**src/hdl/snel_pkg.sv**
```systemverilog
// Shared constants and control types for the sigmoid nearest-entry lookup block.
`default_nettype none

package snel_pkg;

  localparam int DEF_TABLE_DEPTH = 64;
  localparam int DEF_FRAC_SCALE  = 256;
  localparam int DEF_DATA_WIDTH  = 16;

  // Width of the table slot field of a load item.
  localparam int INDEX_W = 6;

  localparam logic CMD_LOAD   = 1'b0;
  localparam logic CMD_LOOKUP = 1'b1;

  // Table write broadcast to every cell.
  typedef struct packed {
    logic               en;
    logic [INDEX_W-1:0] index;
  } snel_load_ctl_t;

  // Control part of the search token that walks the cell chain.
  typedef struct packed {
    logic valid;
    logic done;
    logic hit;
  } snel_tok_ctl_t;

endpackage

`default_nettype wire

```
**src/hdl/snel_cell.sv**
```systemverilog
// One table entry of the search chain with its distance compare stage.
`default_nettype none

module snel_cell
  import snel_pkg::*;
#(
  parameter int DATA_WIDTH = DEF_DATA_WIDTH,
  parameter int CELL_INDEX = 0
) (
  input  wire logic                         clk,
  input  wire logic                         rst,
  input  wire snel_load_ctl_t               load,
  input  wire logic signed [DATA_WIDTH-1:0] load_x,
  input  wire logic signed [DATA_WIDTH-1:0] load_y,
  input  wire snel_tok_ctl_t                tok_in,
  input  wire logic signed [DATA_WIDTH-1:0] in_sample,
  input  wire logic        [DATA_WIDTH:0]   in_dprev,
  input  wire logic signed [DATA_WIDTH-1:0] in_prev_y,
  input  wire logic signed [DATA_WIDTH-1:0] in_result,
  output snel_tok_ctl_t                     tok_out,
  output logic signed [DATA_WIDTH-1:0]      out_sample,
  output logic        [DATA_WIDTH:0]        out_dprev,
  output logic signed [DATA_WIDTH-1:0]      out_prev_y,
  output logic signed [DATA_WIDTH-1:0]      out_result
);

  logic signed [DATA_WIDTH-1:0] entry_x;
  logic signed [DATA_WIDTH-1:0] entry_y;
  logic signed [DATA_WIDTH:0]   diff;
  logic        [DATA_WIDTH:0]   abs_diff;
  logic                         wr_hit;
  logic                         stop;

  assign wr_hit = load.en &&
                  ({{(32-INDEX_W){1'b0}}, load.index} == 32'(CELL_INDEX));

  // The difference is one bit wider than the data, so it never wraps.
  assign diff = {in_sample[DATA_WIDTH-1], in_sample} - {entry_x[DATA_WIDTH-1], entry_x};
  assign abs_diff = diff[DATA_WIDTH] ? (DATA_WIDTH+1)'(-diff) : diff;
  assign stop = tok_in.valid && !tok_in.done && (abs_diff >= in_dprev);

  always_ff @(posedge clk) begin
    if (wr_hit) begin
      entry_x <= load_x;
      entry_y <= load_y;
    end
  end

  always_ff @(posedge clk) begin
    if (rst) begin
      tok_out <= '0;
    end else begin
      tok_out.valid <= tok_in.valid;
      tok_out.done  <= tok_in.done | stop;
      tok_out.hit   <= tok_in.hit | stop;
    end
  end

  always_ff @(posedge clk) begin
    out_sample <= in_sample;
    out_dprev  <= abs_diff;
    out_prev_y <= entry_y;
    out_result <= stop ? in_prev_y : in_result;
  end

endmodule

`default_nettype wire

```
**config.mk**
```make
export PLATFORM = sky130hd
export DESIGN_NAME = snel_cell
export DESIGN_NICKNAME = d
export VERILOG_FILES = /design/src/hdl/snel_pkg.sv /design/src/hdl/snel_cell.sv
export SDC_FILE = /design/constraint.sdc
export NUM_CORES = 1
export LEC_CHECK = 0
export BUFFER_PORTS_ARGS = -buffer_cell sky130_fd_sc_hd__buf_2
export CORE_MARGIN = 2
export CORE_UTILIZATION = 47
export DETAILED_ROUTE_END_ITERATION = 16
export GPL_TIMING_DRIVEN = 0
export PLACE_DENSITY = 0.88
export SLEW_MARGIN = 0
export SYNTH_ARGS = -nofsm -noshare
export SYNTH_HDL_FRONTEND = slang
export SYNTH_SLANG_ARGS = --single-unit
```
**constraint.sdc**
```tcl
create_clock -name clk -period 7.1 [get_ports clk]
set_input_delay 1.065 -clock clk [delete_from_list [all_inputs] [get_ports clk]]
set_output_delay 1.065 -clock clk [all_outputs]
set_load 0.005 [all_outputs]
```
Yosys cells after proc, flatten, opt, wreduce, memory -nomap -nowiden
Index checks and enable logic that the tools add are counted.

storage, ports and cells
  flip-flop bits (word level) = 100
  input port bits = 109
  output and inout bits = 68
  word-level logic and storage cells = 21

cells by class
  add/subtract/negate cells = 2
  order comparisons = 1
  muxes and demuxes = 2
  bitwise logic cells = 2
  reductions and logical operators = 5

operators by type and width
  cell                 number
  $ge A17 B17 Y1       1
  $mux W17             1
  $neg A17 Y17         1
  $sub A16 B16 Y17     1
  $mux W16             1
  $logic_not A6 Y1     1
  $logic_and A1 B1 Y1  3
  $or A1 B1 Y1         2
  $logic_not A1 Y1     1

Depth between registers and ports, before layout
  depth in word-level cells = 6
  depth in mapped cells = 21
  mapped depth without buffers = 20

Worst setup path after synthesis
Ideal clock, no wire load.

  kind = in2reg
  start = input port in_sample[0]
  end = register out_result[10]
  data arrival time = 5234 ps
  data required time = 6979 ps
  slack = 1745 ps
  stages = 20
  cells stage by stage = inv_1 -> ha_1 -> inv_1 -> fa_1 -> a211oi_1 -> o21ai_0 -> nand4_1 -> a21oi_1 -> and2_1 -> o31ai_2 -> o21ai_0 -> xnor2_1 -> ha_1 -> and4_1 -> nand2_1 -> o21ai_0 -> a21oi_1 -> nor3b_2 -> clkbuf_1 -> mux2_2

on the way
  longest elaborated chain between the ends = 6

RTL lines
  what                    RTL line         text
  start: declaration      snel_cell.sv:16  input wire logic signed [DATA_WIDTH-1:0] in_sample,
  $sub A16 B16 Y17 *      snel_cell.sv:38  assign diff = {in_sample[DATA_WIDTH-1], in_sample} - {entry_x[DATA_WIDTH-1], entry_x};
  $neg A17 Y17            snel_cell.sv:39  assign abs_diff = diff[DATA_WIDTH] ? (DATA_WIDTH+1)'(-diff) : diff;
  $mux W17 *              snel_cell.sv:39
  via abs_diff[6]         snel_cell.sv:30  logic [DATA_WIDTH:0] abs_diff;
  $ge A17 B17 Y1 *        snel_cell.sv:40  assign stop = tok_in.valid && !tok_in.done && (abs_diff >= in_dprev);
  $logic_and A1 B1 Y1 *   snel_cell.sv:40
  $mux W16 *              snel_cell.sv:63  out_result <= stop ? in_prev_y : in_result;
  end signal: assignment  snel_cell.sv:63
  end: declaration        snel_cell.sv:24  output logic signed [DATA_WIDTH-1:0] out_result

The timed path passes the listed nets; every way through them passes the cells marked *.
A chain may end at the register's enable or synchronous reset.

Worst setup path after layout
  start = input port in_sample[0]
  end = register out_result[14]

Same word-level chain as after synthesis.

==> impl_metrics.csv <==
group,metric,value,unit
status,status,"finished, final reports clean",
timing,worst_pin_slew,0.8536,ns
critical_path,critPathKind,"in -> reg",
timing,fin_crit,6.002,ns
cells_and_area,area_growth,29.88,%
clock_network,post_cts_resized,0,
yosys,syn_nets,488,
global_route,antenna_found_initial,0,
timing,rsz0062_at_grt,"false",
critical_path,end_kind,"flip-flop",
pwr,p_clk_frac,0.297,
pwr,p_switching,0.2978,mW
global_route,grt_use_total,0.1767,
hold_path,min_from,"entry_y[14]",
timing,fmaxAchievable,166.6,MHz
yosys,ys.flop_type,"dfxtp_1",
yosys,post-synth-top-area-fraction,0.3294,
clock_network,post_cts_buffers,0,
global_route,grt_pass1_wl,13.66,mm
timing,worst_slack,1.098,ns
cells_and_area,drive_gt1_frac,0.4052,
yosys,synth.area.top_cells,"dfxtp_1, edfxtp_1, ha_1",
yosys,yosys_warnings,0,
critical_path,startpoint,"in_sample[0]",
floorplan,die_h,97.77,um
cells_and_area,final_area,5368,sq um
clock_network,cts.path.max_buffers,2,
clock_network,insertion_delay,0.36,ns
routing,vias_per_cell,4.856,
routing,wl_per_cell,12.88,um
clock_network,h-tree-depth,3,
timing,holdWs,0.3403,ns
timing,finalHoldViolations,0,
routing,antenna_violating_nets_post_route,0,
floorplan,die-width,97.77,um
yosys,seq_area_frac_synth,0.5619,
yosys,syn_area_per_cell,12.01,sq um
pwr,power.share.sequential,0.531,
routing,wl,8.323,mm
pwr,p_total,1.186,mW
critical_path,worst_setup_path_start_kind,"input port",
floorplan,initial_utilization,0.4786,
timing,fin_tns_setup,0,ns
yosys,synth_edf_count,32,
pwr,power_density,220.9,nW/um^2
flow_run,maxCapViolations,0,
critical_path,worstPathArrival,6.26,ns
floorplan,dieArea,9559,sq um
timing,fin_skew,0.01204,ns
global_route,grt_pass1_vias,3169,
pwr,swShare,0.2511,
pwr,leakage,2.568,nW
yosys,synth_area,4133,sq um
yosys,synth_top_area_cell,"dfxtp_1",
clock_network,numCtsBuffers,9,
timing,setup_viol,0,
critical_path,critPathMaxFanout,10,
placement,pre_cts_ws,0.6848,ns
pwr,peakVddDrop,152.2,uV
hold_path,hp-class,"reg -> reg",
routing,vias,3137,
yosys,synth_commonest_cells,"dfxtp_1, inv_1, ha_1",
global_route,gr-total-overflow,0,
routing,drcViolationCount,0,
placement,placed_cell_area,5177,sq um
routing,dr.pass1.iters,4,
placement,gp_congestion,0.7817,
yosys,synth_cell_type_count,48,
pwr,combPwrFrac,0.172,
floorplan,core_area,8636,sq um
clock_network,cts-root-buf,"clkbuf_8",
pwr,p_int,0.8882,mW
global_route,grt_max_degree,17,
floorplan,rows,34,
cells_and_area,fin_nets,678,
cells_and_area,antenna_cells,0,
placement,numPortBuffers,176,
clock_network,clk_pin_slew,0.10,ns
timing,finalCritPeriodShare,0.8453,
yosys,async_flop_share,0,
clock_network,cts.sinks,100,
timing,slew_headroom,0.4262,
clock_network,ctsHoldBuffers,0,
yosys,synth-seq-cells,100,
routing,drtIter0Drc,66,
placement,place_hpwl,6.889,mm
clock_network,cts_tree,"built",
yosys,netlist_instances,344,
critical_path,r2r_start,"entry_x[0]",
floorplan,pin_count,177,
timing,finalMaxSlewViolations,0,
yosys,yosysMostFrequentCell,"dfxtp_1",
critical_path,required,7.35,ns
[power by group through the flow]
stage	logic [mW]	clock network [mW]	registers (mW)
global route	0.229	0.387	0.633
finish	0.204	0.352	0.630
CTS	0.206	0.363	0.630
global placement	0.196	0	0.641
detailed placement	0.205	0	0.643
floorplan	0.112	0	0.648
[cells by family after synthesis]
family          count (synthesis)  share of synthesized area
compound gates                 66                     0.1102
xor+xnor                       25                    0.05298
fa+ha+maj                      35                     0.1078
buf+inv                        39                    0.03542
flops                         100                     0.5619
mux                            16                    0.04360
simple gates                   63                    0.08810
[sequential cells by signal (all words and copies together) (netlist names)]
name        cells
tok_out         3
entry_x        16
out_dprev      17
out_prev_y     16
out_sample     16
entry_y        16
out_result     16
[metal layers]
metal / wire length, um / global-route usage
met5: 0 / 0
met4: 93 / 0.04701
met3: 768 / 0.07301
met2: 4126 / 0.3125
met1: 3336 / 0.1976
[path summary, 6_finish.rpt]
| kind | cells past startpoint | endpoint | slack, ns |
|---|---|---|---|
| worst max-delay path | 21 | out_result[14] | 1.10 |
| worst min register to register | 0 | out_prev_y[14] | 0.34 |
| worst max register to register | 19 | out_result[14] | 1.62 |
| worst min-delay path | 0 | out_prev_y[14] | 0.34 |
[area by class of cell]
cell class                      count  area, sq um
Clock inverter                      5        62.56
Buffer                              2        7.507
Inverter                           37        138.9
Tap cell                          108        135.1
Multi-Input combinational cell    205         1670
Sequential cell                   100         2322
Fill cell                         707         3268
Clock buffer                       10        127.6
Timing Repair Buffer              179        903.4
[critical path: stages]
cell and delay, ns:
buf_2 0.11, inv_1 0.05, ha_1 0.17, inv_1 0.06
fa_1 0.42, a211oi_1 0.32, o21ai_0 0.25, nand4_1 0.17
a21oi_1 0.11, and2_1 0.21, o31ai_2 0.55, o21ai_0 0.23
xnor2_1 0.22, ha_1 0.32, and4_1 0.21, nand2_1 0.05
o21ai_0 0.20, a21oi_1 0.14, nor3b_2 0.54, clkbuf_1 0.47
mux2_2 0.39
[metrics by stage]
stage,instances,utilization
finish,646,0.6216
global route,646,0.6216
CTS,646,0.6216
detailed placement,631,0.5995
global placement,628,0.5962
floorplan,344,-
[cell usage in the layout, fill, tap and decap left out, types with 2 or more instances in the layout]
| cell | synthesis | final |
|---|---|---|
| a221oi_1 | 2 | 2 |
| edfxtp_1 | 32 | 32 |
| o21a_1 | 3 | 3 |
| ha_1 | 34 | 34 |
| nor2b_1 | 2 | 2 |
| o211ai_1 | 3 | 3 |
| buf_2 | 0 | 176 |
| a211oi_1 | 3 | 3 |
| clkbuf_1 | 2 | 3 |
| xor2_1 | 3 | 3 |
| a211o_1 | 2 | 2 |
| nand3_1 | 8 | 8 |
| o21ai_0 | 14 | 14 |
| and4_1 | 2 | 2 |
| nand2b_1 | 5 | 5 |
| inv_1 | 37 | 37 |
| and2_1 | 3 | 3 |
| nand2_1 | 10 | 10 |
| xnor2_1 | 22 | 22 |
| o41ai_1 | 2 | 2 |
| nor2_1 | 10 | 10 |
| and3_1 | 2 | 2 |
| a41oi_1 | 2 | 2 |
| nand4_1 | 3 | 3 |
| a21o_1 | 13 | 13 |
| a21oi_1 | 12 | 12 |
| clkinvlp_4 | 0 | 2 |
| clkbuf_8 | 0 | 9 |
| or3_1 | 2 | 2 |
| nor3_1 | 7 | 7 |
| mux2_2 | 16 | 16 |
| dfxtp_1 | 68 | 68 |
| buf_4 | 0 | 3 |
No activity file was read; power rests on OpenSTA's default activity.
